**config.mk**
```make
export PLATFORM = sky130hd
export DESIGN_NAME = frame_rate_meter_unit
export DESIGN_NICKNAME = d
export VERILOG_FILES = /design/src/rtl/core/frm_pkg.sv /design/src/rtl/core/frm_div.sv /design/src/rtl/core/frm_hist.sv /design/src/rtl/core/frame_rate_meter_unit.sv
export SDC_FILE = /design/constraint.sdc
export NUM_CORES = 2
export LEC_CHECK = 0
export ABC_AREA = 1
export ABC_CLOCK_PERIOD_IN_PS = 7200
export BUFFER_PORTS_ARGS = -buffer_cell sky130_fd_sc_hd__buf_4
export CORE_AREA = 4 4 398 400
export CTS_CLUSTER_SIZE = 14
export DETAILED_ROUTE_END_ITERATION = 6
export DIE_AREA = 0 0 402 404
export SETUP_SLACK_MARGIN = 0.1
export SLEW_MARGIN = 25
export SYNTH_ARGS = -nofsm -noshare
export SYNTH_HDL_FRONTEND = slang
export SYNTH_SLANG_ARGS = --single-unit
```
**constraint.sdc**
```tcl
create_clock -name aclk -period 7.2 [get_ports aclk]
set_clock_uncertainty 0.05 [all_clocks]
set_input_delay 0.36 -clock aclk [delete_from_list [all_inputs] [get_ports aclk]]
set_output_delay 0.36 -clock aclk [all_outputs]
set_load 0.02 [all_outputs]
```
**src/rtl/core/frm_pkg.sv**
```systemverilog
// Shared types and constants for the frame rate meter.
// No dependencies; imported by every module of the block.
`default_nettype none

package frm_pkg;

    localparam int FRAME_W     = 24;
    localparam int TALLY_W     = 20;
    localparam int PSUM_W      = 25;
    localparam int FPS_FRAC_W  = 8;
    localparam int NUM_W       = 2 * TALLY_W + FPS_FRAC_W;
    localparam int DVS_W       = 25;
    localparam int CNT_W       = 6;
    localparam int CFG_IDX_W   = 2;

    localparam int HISTORY_DEPTH_DEF = 16;

    localparam logic [FRAME_W-1:0] RESET_DEFAULT_US = 24'd33333;
    localparam logic [FRAME_W-1:0] RESET_CLAMP_US   = 24'd1000000;
    localparam logic [FRAME_W-1:0] RESET_PERIOD_US  = 24'd1000000;

    localparam logic [TALLY_W-1:0] TALLY_MAX = '1;
    localparam logic [TALLY_W-1:0] US_PER_S  = 20'd1000000;

    typedef enum logic [CFG_IDX_W-1:0] {
        CFG_DEFAULT_FRAME = 2'd0,
        CFG_CLAMP_LIMIT   = 2'd1,
        CFG_PERIOD        = 2'd2
    } cfg_index_t;

    typedef enum logic [3:0] {
        ST_IDLE,
        ST_READ,
        ST_UPDATE,
        ST_AVG,
        ST_MUL,
        ST_FPS_START,
        ST_FPS_RUN,
        ST_MEAN_START,
        ST_MEAN_RUN,
        ST_OUTPUT
    } state_t;

    typedef struct packed {
        logic             start;
        logic [CNT_W-1:0] count;
    } div_ctrl_t;

    typedef struct packed {
        logic               done;
        logic [FRAME_W-1:0] quotient;
    } div_stat_t;

endpackage

`default_nettype wire

```
**src/rtl/core/frm_div.sv**
```systemverilog
// Shared radix-2 restoring divider, one quotient bit per cycle.
// Quotient saturates at 24 bits. Depends on frm_pkg.
`default_nettype none

module frm_div (
    input  wire logic                     aclk,
    input  wire logic                     aresetn,
    input  wire frm_pkg::div_ctrl_t       ctrl,
    input  wire logic [frm_pkg::NUM_W-1:0] numerator,
    input  wire logic [frm_pkg::DVS_W-1:0] divisor,
    output frm_pkg::div_stat_t            stat
);
    import frm_pkg::*;

    logic             busy_reg;
    logic             done_reg;
    logic [CNT_W-1:0] cnt_reg;
    logic [NUM_W-1:0] quo_reg;
    logic [DVS_W-1:0] rem_reg;
    logic [DVS_W-1:0] dvs_reg;

    logic [DVS_W:0]   shifted;
    logic [DVS_W:0]   diff;
    logic             fits;

    always_comb begin
        shifted = {rem_reg, quo_reg[NUM_W-1]};
        diff    = shifted - {1'b0, dvs_reg};
        fits    = shifted >= {1'b0, dvs_reg};
    end

    always_ff @(posedge aclk) begin
        if (!aresetn) begin
            busy_reg <= 1'b0;
            done_reg <= 1'b0;
            cnt_reg  <= '0;
        end else if (ctrl.start) begin
            busy_reg <= 1'b1;
            done_reg <= 1'b0;
            cnt_reg  <= ctrl.count;
        end else if (busy_reg) begin
            cnt_reg <= cnt_reg - 1'b1;
            if (cnt_reg == CNT_W'(1)) begin
                busy_reg <= 1'b0;
                done_reg <= 1'b1;
            end
        end else begin
            done_reg <= 1'b0;
        end
    end

    // numerator arrives left-aligned, so after count steps the low bits hold the quotient
    always_ff @(posedge aclk) begin
        if (ctrl.start) begin
            rem_reg <= '0;
            quo_reg <= numerator;
            dvs_reg <= divisor;
        end else if (busy_reg) begin
            rem_reg <= fits ? diff[DVS_W-1:0] : shifted[DVS_W-1:0];
            quo_reg <= {quo_reg[NUM_W-2:0], fits};
        end
    end

    always_comb begin
        stat.done     = done_reg;
        stat.quotient = (|quo_reg[NUM_W-1:FRAME_W]) ? '1 : quo_reg[FRAME_W-1:0];
    end

endmodule

`default_nettype wire

```
**src/rtl/core/frm_hist.sv**
```systemverilog
// Frame time history ring: memory with registered read and per-entry valid bits.
// Entries never written read as the reset default frame time. Depends on frm_pkg.
`default_nettype none

module frm_hist #(
    parameter int DEPTH = frm_pkg::HISTORY_DEPTH_DEF,
    parameter int AW    = (DEPTH > 1) ? $clog2(DEPTH) : 1
) (
    input  wire logic                       aclk,
    input  wire logic                       aresetn,
    input  wire logic                       rd_en,
    input  wire logic [AW-1:0]              rd_addr,
    input  wire logic                       wr_en,
    input  wire logic [AW-1:0]              wr_addr,
    input  wire logic [frm_pkg::FRAME_W-1:0] wr_data,
    output logic      [frm_pkg::FRAME_W-1:0] rd_data
);
    import frm_pkg::*;

    logic [FRAME_W-1:0] mem [DEPTH];
    logic [DEPTH-1:0]   valid_reg;
    logic [FRAME_W-1:0] rd_data_reg;
    logic               rd_valid_reg;

    always_ff @(posedge aclk) begin
        if (wr_en) begin
            mem[wr_addr] <= wr_data;
        end
        if (rd_en) begin
            rd_data_reg  <= mem[rd_addr];
            rd_valid_reg <= valid_reg[rd_addr];
        end
    end

    always_ff @(posedge aclk) begin
        if (!aresetn) begin
            valid_reg <= '0;
        end else if (wr_en) begin
            valid_reg[wr_addr] <= 1'b1;
        end
    end

    assign rd_data = rd_valid_reg ? rd_data_reg : RESET_DEFAULT_US;

endmodule

`default_nettype wire

```
**src/rtl/core/frame_rate_meter_unit.sv**
```systemverilog
// Frame rate meter top level: sequencer around one shared divider and the history ring.
// Per frame: read the evicted entry, update window and period sums, form the average;
// a frame that closes a period adds a 20x20 multiply and 48-step and 25-step divisions.
// One request in flight: next accept once the output register loads, later if m_ready stalls.
// Synchronous active-low reset presets the history and window sum to the 33333 us default.
// Depends on frm_pkg, frm_div, frm_hist.
`default_nettype none

module frame_rate_meter_unit #(
    parameter int HISTORY_DEPTH = frm_pkg::HISTORY_DEPTH_DEF
) (
    input  wire logic                          aclk,
    input  wire logic                          aresetn,
    input  wire logic                          s_valid,
    output logic                               s_ready,
    input  wire logic [frm_pkg::FRAME_W-1:0]   s_frame_us,
    output logic                               m_valid,
    input  wire logic                          m_ready,
    output logic      [frm_pkg::FRAME_W-1:0]   m_avg_delta_us,
    output logic      [frm_pkg::FRAME_W-1:0]   m_fps_q8,
    output logic      [frm_pkg::FRAME_W-1:0]   m_mean_frame_us,
    output logic                               m_period_done,
    input  wire logic                          cfg_valid,
    output logic                               cfg_ready,
    input  wire logic [frm_pkg::CFG_IDX_W-1:0] cfg_index,
    input  wire logic [frm_pkg::FRAME_W-1:0]   cfg_data
);
    import frm_pkg::*;

    localparam int AW  = (HISTORY_DEPTH > 1) ? $clog2(HISTORY_DEPTH) : 1;
    localparam int LOG_D = $clog2(HISTORY_DEPTH);
    localparam int WSW = FRAME_W + LOG_D;
    localparam logic [WSW-1:0] WSUM_RESET = WSW'(HISTORY_DEPTH) * WSW'(RESET_DEFAULT_US);
    // reciprocal of the depth, exact for sums below HISTORY_DEPTH * 2^24
    localparam int AVG_SHIFT = FRAME_W + 2 * LOG_D;
    localparam int RCP_W     = FRAME_W + LOG_D + 1;
    localparam int PROD_W    = WSW + RCP_W;
    localparam logic [RCP_W-1:0] AVG_RECIP =
        RCP_W'(((64'd1 << AVG_SHIFT) + 64'(HISTORY_DEPTH) - 64'd1) / 64'(HISTORY_DEPTH));

    state_t state_reg, state_next;

    logic [FRAME_W-1:0]   default_us_reg;
    logic [FRAME_W-1:0]   clamp_us_reg;
    logic [FRAME_W-1:0]   period_us_reg;

    logic [WSW-1:0]       window_sum_reg;
    logic [AW-1:0]        slot_reg;
    logic [PSUM_W-1:0]    psum_reg;
    logic [TALLY_W-1:0]   tally_reg;
    logic [FRAME_W-1:0]   rate_reg;
    logic [FRAME_W-1:0]   mean_reg;

    logic [FRAME_W-1:0]   frame_reg;
    logic [FRAME_W-1:0]   avg_reg;
    logic [2*TALLY_W-1:0] product_reg;
    logic                 close_reg;

    logic                 m_valid_reg;
    logic [FRAME_W-1:0]   m_avg_reg;
    logic [FRAME_W-1:0]   m_fps_reg;
    logic [FRAME_W-1:0]   m_mean_reg;
    logic                 m_done_reg;

    logic                 in_accept;
    logic                 out_free;
    logic [FRAME_W-1:0]   old_entry;
    logic [FRAME_W-1:0]   stored;
    logic [PSUM_W:0]      psum_sum;
    logic [PSUM_W-1:0]    psum_new;
    logic [TALLY_W-1:0]   tally_new;
    logic [PROD_W-1:0]    avg_prod;
    logic [FRAME_W-1:0]   avg_calc;

    div_ctrl_t            div_ctrl;
    div_stat_t            div_stat;
    logic [NUM_W-1:0]     div_num;
    logic [DVS_W-1:0]     div_dvs;

    assign s_ready   = (state_reg == ST_IDLE);
    assign cfg_ready = 1'b1;
    assign in_accept = s_valid && s_ready;
    assign out_free  = !m_valid_reg || m_ready;

    frm_hist #(
        .DEPTH (HISTORY_DEPTH),
        .AW    (AW)
    ) u_hist (
        .aclk    (aclk),
        .aresetn (aresetn),
        .rd_en   (in_accept),
        .rd_addr (slot_reg),
        .wr_en   (state_reg == ST_UPDATE),
        .wr_addr (slot_reg),
        .wr_data (stored),
        .rd_data (old_entry)
    );

    frm_div u_div (
        .aclk      (aclk),
        .aresetn   (aresetn),
        .ctrl      (div_ctrl),
        .numerator (div_num),
        .divisor   (div_dvs),
        .stat      (div_stat)
    );

    // per-frame update terms
    always_comb begin
        stored    = (frame_reg > clamp_us_reg) ? default_us_reg : frame_reg;
        psum_sum  = {1'b0, psum_reg} + (PSUM_W+1)'(frame_reg);
        psum_new  = psum_sum[PSUM_W] ? '1 : psum_sum[PSUM_W-1:0];
        tally_new = (tally_reg == TALLY_MAX) ? tally_reg : tally_reg + 1'b1;
        avg_prod  = PROD_W'(window_sum_reg) * PROD_W'(AVG_RECIP);
        avg_calc  = avg_prod[AVG_SHIFT +: FRAME_W];
    end

    always_ff @(posedge aclk) begin
        if (!aresetn) begin
            state_reg <= ST_IDLE;
        end else begin
            state_reg <= state_next;
        end
    end

    always_comb begin
        state_next     = state_reg;
        div_ctrl.start = 1'b0;
        div_ctrl.count = '0;
        div_num        = '0;
        div_dvs        = '0;
        unique case (state_reg)
            ST_IDLE: begin
                if (s_valid) begin
                    state_next = ST_READ;
                end
            end
            ST_READ:   state_next = ST_UPDATE;
            ST_UPDATE: state_next = ST_AVG;
            ST_AVG:    state_next = close_reg ? ST_MUL : ST_OUTPUT;
            ST_MUL:    state_next = ST_FPS_START;
            ST_FPS_START: begin
                div_ctrl.start = 1'b1;
                div_ctrl.count = CNT_W'(NUM_W);
                div_num        = {product_reg, {FPS_FRAC_W{1'b0}}};
                div_dvs        = DVS_W'(psum_reg);
                state_next     = ST_FPS_RUN;
            end
            ST_FPS_RUN: begin
                if (div_stat.done) begin
                    state_next = ST_MEAN_START;
                end
            end
            ST_MEAN_START: begin
                div_ctrl.start = 1'b1;
                div_ctrl.count = CNT_W'(PSUM_W);
                div_num        = {psum_reg, {(NUM_W-PSUM_W){1'b0}}};
                div_dvs        = DVS_W'(tally_reg);
                state_next     = ST_MEAN_RUN;
            end
            ST_MEAN_RUN: begin
                if (div_stat.done) begin
                    state_next = ST_OUTPUT;
                end
            end
            ST_OUTPUT: begin
                if (out_free) begin
                    state_next = ST_IDLE;
                end
            end
            default: state_next = ST_IDLE;
        endcase
    end

    // configuration registers
    always_ff @(posedge aclk) begin
        if (!aresetn) begin
            default_us_reg <= RESET_DEFAULT_US;
            clamp_us_reg   <= RESET_CLAMP_US;
            period_us_reg  <= RESET_PERIOD_US;
        end else if (cfg_valid && cfg_ready) begin
            unique case (cfg_index)
                CFG_DEFAULT_FRAME: default_us_reg <= cfg_data;
                CFG_CLAMP_LIMIT:   clamp_us_reg   <= cfg_data;
                CFG_PERIOD:        period_us_reg  <= cfg_data;
                default:           ;
            endcase
        end
    end

    // architectural state
    always_ff @(posedge aclk) begin
        if (!aresetn) begin
            window_sum_reg <= WSUM_RESET;
            slot_reg       <= '0;
            psum_reg       <= '0;
            tally_reg      <= '0;
            rate_reg       <= '0;
            mean_reg       <= '0;
        end else begin
            case (state_reg)
                ST_UPDATE: begin
                    // window always contains the evicted entry, so no underflow
                    window_sum_reg <= window_sum_reg - WSW'(old_entry) + WSW'(stored);
                    slot_reg       <= (slot_reg == AW'(HISTORY_DEPTH - 1)) ? '0
                                                                            : slot_reg + 1'b1;
                    psum_reg       <= psum_new;
                    tally_reg      <= tally_new;
                end
                ST_FPS_RUN: begin
                    if (div_stat.done) begin
                        rate_reg <= div_stat.quotient;
                    end
                end
                ST_MEAN_RUN: begin
                    if (div_stat.done) begin
                        mean_reg  <= div_stat.quotient;
                        psum_reg  <= '0;
                        tally_reg <= '0;
                    end
                end
                default: ;
            endcase
        end
    end

    // working registers
    always_ff @(posedge aclk) begin
        case (state_reg)
            ST_IDLE: begin
                if (in_accept) begin
                    frame_reg <= s_frame_us;
                end
            end
            ST_UPDATE: close_reg <= ({1'b0, psum_new} >= (PSUM_W+1)'(period_us_reg));
            ST_AVG:    avg_reg <= avg_calc;
            ST_MUL: product_reg <= (2*TALLY_W)'(tally_reg) * (2*TALLY_W)'(US_PER_S);
            default: ;
        endcase
    end

    // output register
    always_ff @(posedge aclk) begin
        if (!aresetn) begin
            m_valid_reg <= 1'b0;
        end else if (state_reg == ST_OUTPUT && out_free) begin
            m_valid_reg <= 1'b1;
        end else if (m_ready) begin
            m_valid_reg <= 1'b0;
        end
    end

    always_ff @(posedge aclk) begin
        if (state_reg == ST_OUTPUT && out_free) begin
            m_avg_reg  <= avg_reg;
            m_fps_reg  <= rate_reg;
            m_mean_reg <= mean_reg;
            m_done_reg <= close_reg;
        end
    end

    assign m_valid         = m_valid_reg;
    assign m_avg_delta_us  = m_avg_reg;
    assign m_fps_q8        = m_fps_reg;
    assign m_mean_frame_us = m_mean_reg;
    assign m_period_done   = m_done_reg;

endmodule

`default_nettype wire

```
* After elaboration in Yosys (flattened, before gate mapping)
Memory sizes are Yosys's and may differ from the RTL's. A register that Yosys moved wholly into a read port is not among the register bits.
Cells that the tools add are included.
** Operators by class
- Add/subtract/negate cells :: 7
- Multiply operators :: 1
- Div/mod/pow operators :: 0
- Magnitude comparators :: 5
- Equal/unequal tests :: 19
- Shift operators :: 0
- Mux-type cells :: 35
- Bitwise operators :: 3
- Reductions and logical operators :: 21
** Operator list (count)
- case mux 25 bit (2 select lines) :: 2
- two-way mux 48 bit :: 2
- case mux 48 bit (2 select lines) :: 1
- two-way mux 25 bit :: 3
- two-way mux 24 bit :: 3
- two-way mux 20 bit :: 2
- case mux 20 bit (2 select lines) :: 1
- case mux 4 bit (10 select lines) :: 1
- multiplier 20 x 14 -> 34 bit, second input constant :: 1
- adder 28 x 24 -> 28 bit :: 1
- subtractor 28 x 24 -> 28 bit :: 1
- adder 25 x 24 -> 26 bit :: 1
- >= comparator 26 x 25 -> 1 bit :: 1
- >= comparator 25 x 24 -> 1 bit :: 1
- subtractor 25 bit :: 1
- > comparator 24 bit :: 1
- two-way mux 4 bit :: 6
- OR reduction 24 bit :: 1
- adder 20 x 1 -> 20 bit, second input constant :: 1
- == test 20 bit, second input constant :: 1
- == test 4 x 3 -> 1 bit, second input constant :: 4
- bitwise OR 16 bit :: 1
- case mux 7 bit (2 select lines) :: 1
- AND reduction 2 bit :: 7
- 26 further kinds :: 46
** Word-level totals
- Register bits after elaboration :: 481
- Bits in latches :: 0
- Memory bits (writable) :: 384
- ROM bits :: 0
- Bits of input ports :: 55
- Output and inout port bits :: 76
- Logic and storage cells :: 119
- Memories kept :: 1
** Memory list
- u_hist.mem :: words 16, width 24, rd ports 1, clocked after memory_dff 1, write ports 1, RTL line frm_hist.sv:20 : logic [FRAME_W-1:0] mem [DEPTH];

* Longest topological paths before layout
- Word-level depth :: 5
- Mapped depth :: 28
- Depth with buffers taken out :: 27

* Modules after synthesis
Synthesis repeated with hierarchy kept, for this count alone.
** Second synthesis, totals
- Cell total of the unflattened synthesis :: 5735
- Area total of the unflattened synthesis :: 49252.2 µm²
** By module, submodules not included
- frame_rate_meter_unit :: times used 1, cells each 3062, area each 24299.6 µm², sequential area each 8728.4 µm²
- frm_hist :: times used 1, cells each 1754, area each 18297.5 µm², sequential area each 12602.1 µm²
- frm_div :: times used 1, cells each 919, area each 6655.1 µm², sequential area each 2852.7 µm²

* Worst setup path before layout
Ideal clock, no wire load.
- Kind :: register -> register
- Start point :: reg tally_reg[2]
- End point :: reg product_reg[31] (data pin)
- Setup time :: 254 ps
- Arrival time :: 4735 ps
- Data required time :: 6896 ps
- Setup slack :: 2162 ps
- Stages on the path, launching flop included :: 21
- Path buffers :: 0
- Period minus slack after synthesis :: 5038 ps
- Path through :: dfxtp_1 -> inv_1 -> fa_1 -> inv_1 -> fa_1 -> fa_1 -> fa_1 -> ha_1 -> inv_1 -> fa_1 -> inv_1 -> ha_1 -> nand2_1 -> nor2_1 -> nand2_1 -> o21ai_0 -> nand2_1 -> nand2_1 -> nand3_1 -> inv_1 -> nor2_1
** Between the ends
- Longest elaborated chain between the ends :: 1
** RTL lines
- start, declared :: RTL line frame_rate_meter_unit.sv:50 : logic [TALLY_W-1:0] tally_reg;
- start signal, assigned :: RTL line frame_rate_meter_unit.sv:208 : tally_reg <= tally_new;
- multiplier 20 x 14 -> 34 bit :: RTL line frame_rate_meter_unit.sv:237 : ST_MUL: product_reg <= (2*TALLY_W)'(tally_reg) * (2*TALLY_W)'(US_PER_S);
- end signal, assigned :: RTL line frame_rate_meter_unit.sv:237
- end, declared :: RTL line frame_rate_meter_unit.sv:56 : logic [2*TALLY_W-1:0] product_reg;
Every way passes these cells.
A chain may end at the register's enable or synchronous reset.

* Final worst setup path
- Start point :: reg tally_reg[3]
- End point :: reg product_reg[31] (data pin)
Same word-level chain as after synthesis.

==> run summary <==
status -> completed
Die Span X -> 402 um
clk_lat worst skew -> 0.75 ns
die area -> 162000 um2
Max IR drop VDD -> 0.231 mV
Slew @ Worst Pin -> 0.949 ns
setup TNS -> 0 ns
# setup viols final -> 0
commonest non-fill, non-tap cell in the layout -> nand2_1
hold buffer count at CTS -> 49
remaining global-route overflow -> 0
Worst Hold Depth -> 2
ratio of cells with drive above 1 in the final layout -> 8.21%
Syn Area/Cell -> 9.25 um2
Crit-path slowest cell -> fa_1
Cell Pwr Density -> 344 nW/um2
flops & latches, synth -> 889
CP Data Arrival Time -> 6.01 ns
vias per cell -> 4.83
Total GRT Usage -> 16.6%
commonest cells after routing, fill and taps aside -> nand2_1, edfxtp_1, inv_1
Leakage -> 22.7 nW
first-pass GRT wire length -> 207 mm
via count -> 35.3k
CP bufs+invs -> 5
hold endpoint -> window_sum_reg[8]
Starting Density -> 29.8%
DP HPWL -> 98.5 mm
min-delay src -> aresetn
critical path data required time -> 7.60 ns
Ys Warns -> 0
R2R cell count -> 20
Sinks on Clock Net -> 889
startpoint types -> register
GPL Wtd Cong -> 0.916
initial antenna violation count -> 16
CTS tree -> done
post-CTS resize count -> 0
antenna-violating nets left -> 0
number of global-route vias before repair -> 33.3k
Synth Cell Area -> 46300 um2
Slew Limit Fails -> 0
crit path from -> tally_reg[3]
DRC errors left -> 0
worst setup margin -> 1.60 ns
post-placement setup slack -> 1.64 ns
final net count -> 5577
Non-Filler Instances -> 7298
Max Freq -> 0.178 GHz
# port buffers -> 129
Setup Crit Path Kind -> register to register
count of final hold-check violations -> 0
Max clock buf depth -> 3
clk root buf -> clkbuf_16
largest net degree at the start of global routing -> 76
worst rel slew slack -> 36.8%
RSZ-0062 raised after global routing -> false
RR Startpoint -> tally_reg[3]
CP delay by family, top -> adder cells
register area -> 24200 um2
site row count -> 145
Max Cap Viol -> 0
Syn Nets -> 5425
post-route minimum period -> 5.60 ns
H-tree levels -> 3
Netlist cell types -> 51
Tcrit/Tclk final -> 77.8%
setup bufs post-CTS -> 0
flop2flop setup slack -> 1.60 ns
Worst Setup End Kind -> register
Hold Path Class -> input pin to register
sequential share of the synthesized area -> 52.2%
Clock transition at path regs -> 0.07 ns
TritonCTS buffer count -> 97
final wirelength -> 138 mm
Die Ht -> 404 um
Syn-to-layout area delta -> 15.8%
reg2reg end -> product_reg[31]
CP peak stage delay -> 0.59 ns
max FFs per register -> 384
total core area -> 155000 um2
I/O pins -> 131
Iteration-0 DRC Markers -> 3144
Max FO, Critical Path -> 7
footprint of the multi-input gates -> 19100 um2
placed insts -> 7066
Pre-antenna DRT Iters -> 6
Power, Total -> 18.4 mW
fill count -> 15.8k
CP Cell Sequence -> inv_1 -> fa_1 -> inv_1 -> fa_1 -> fa_1 -> fa_1 -> ha_1 -> inv_1 -> fa_1 -> inv_1 -> ha_1 -> nand2_1 -> nor2_1 -> nand2_1 -> o21ai_0 -> nand2_1 -> nand2_1 -> nand3_1 -> inv_1 -> nor2_1
synthesized netlist cell count -> 5004
WL per Instance -> 19.0 um
power breakdown:
part,leakage (nW),switching (mW),internal (mW)
sequential,7.83,0.404,6.23
clock,1.58,2.20,2.87
combinational,13.3,4.62,2.10
worst reg2reg max path, stage by stage (launching register included):
cell,delay [ns]
dfxtp_1,0.50
inv_1,0.22
fa_1,0.58
inv_1,0.06
fa_1,0.50
fa_1,0.59
fa_1,0.43
ha_1,0.30
inv_1,0.05
fa_1,0.50
inv_1,0.04
ha_1,0.34
nand2_1,0.11
nor2_1,0.20
nand2_1,0.07
o21ai_0,0.40
nand2_1,0.12
nand2_1,0.10
nand3_1,0.06
inv_1,0.06
nor2_1,0.04
final cells by class:
type	instances	area share, %
diodes	3	0.0140
clock buffers	127	4.91
clock inverters	53	1.20
inverters	646	4.53
multi-input cells	3288	35.6
flip-flops and latches	889	45.1
well taps	2058	4.80
repair buffers	234	3.81
Yosys cell counts (all sizes together):
master  instances  share of area (%)
a211oi          4              0.065
a21boi          3              0.049
a21o           12               0.19
a21oi         269                2.9
a22o            9               0.17
a31oi           6              0.081
and2            3              0.041
buf            60               0.69
clkbuf        121               0.98
clkinv          1             0.0081
conb            1             0.0081
dfxtp         251                 11
edfxtp        638                 41
fa            101                4.4
ha            265                7.2
inv           645                5.2
nand2        1101                9.0
nand3         200                2.3
nand3b         26               0.42
nand4         111                1.5
nor2          527                4.4
nor3           28               0.35
nor3b           1              0.016
nor4            9               0.12
o211ai         33               0.54
o21a            7               0.11
o21ai         391                4.2
o21bai          9               0.15
o221ai          3              0.057
o22ai          97                1.3
o31ai           2              0.032
or2            10               0.14
or3             1              0.014
xnor2          20               0.38
xor2           39               0.74
stage by stage:
step | util [%] | instance area [um2] | hold WS (ns)
after floorplan | - | 46300 | 0.350
after global placement | 31.9 | 49600 | 0.357
after detailed placement | 32.1 | 49800 | 0.355
after CTS | 34.5 | 53600 | 0.0410
after global routing | 34.5 | 53600 | 0.109
final | 34.5 | 53600 | 0.107
metal layers:
metal  vias up  GRT usage (%)  share of wire, %
li1      17100              -                 -
met5         -              0             0.066
met3       172           3.09               6.8
met4        14           3.84               2.1
met2      1076           26.9                46
met1     17000           23.0                45
cell families after synthesis:
group / after synthesis / share of synthesized area [%]
simple gates: 2017 / 18.3
fa+ha+maj: 366 / 11.5
compound gates: 845 / 9.93
other cells: 1 / 0.00810
buf+inv: 827 / 6.91
flops: 889 / 52.2
xor+xnor: 59 / 1.12
worst max-delay path by stage:
stage | endpoint | slack (ns) | cells past startpoint
2_1_floorplan | product_reg[31] | 2.16 | 20
3_3_place_gp | product_reg[31] | 1.64 | 20
3_5_place_dp | product_reg[31] | 1.64 | 20
4_1_cts | product_reg[31] | 1.56 | 20
5_1_grt | product_reg[33] | 1.27 | 18
6_report | product_reg[31] | 1.60 | 20
Power figures use the tool's default switching activity.
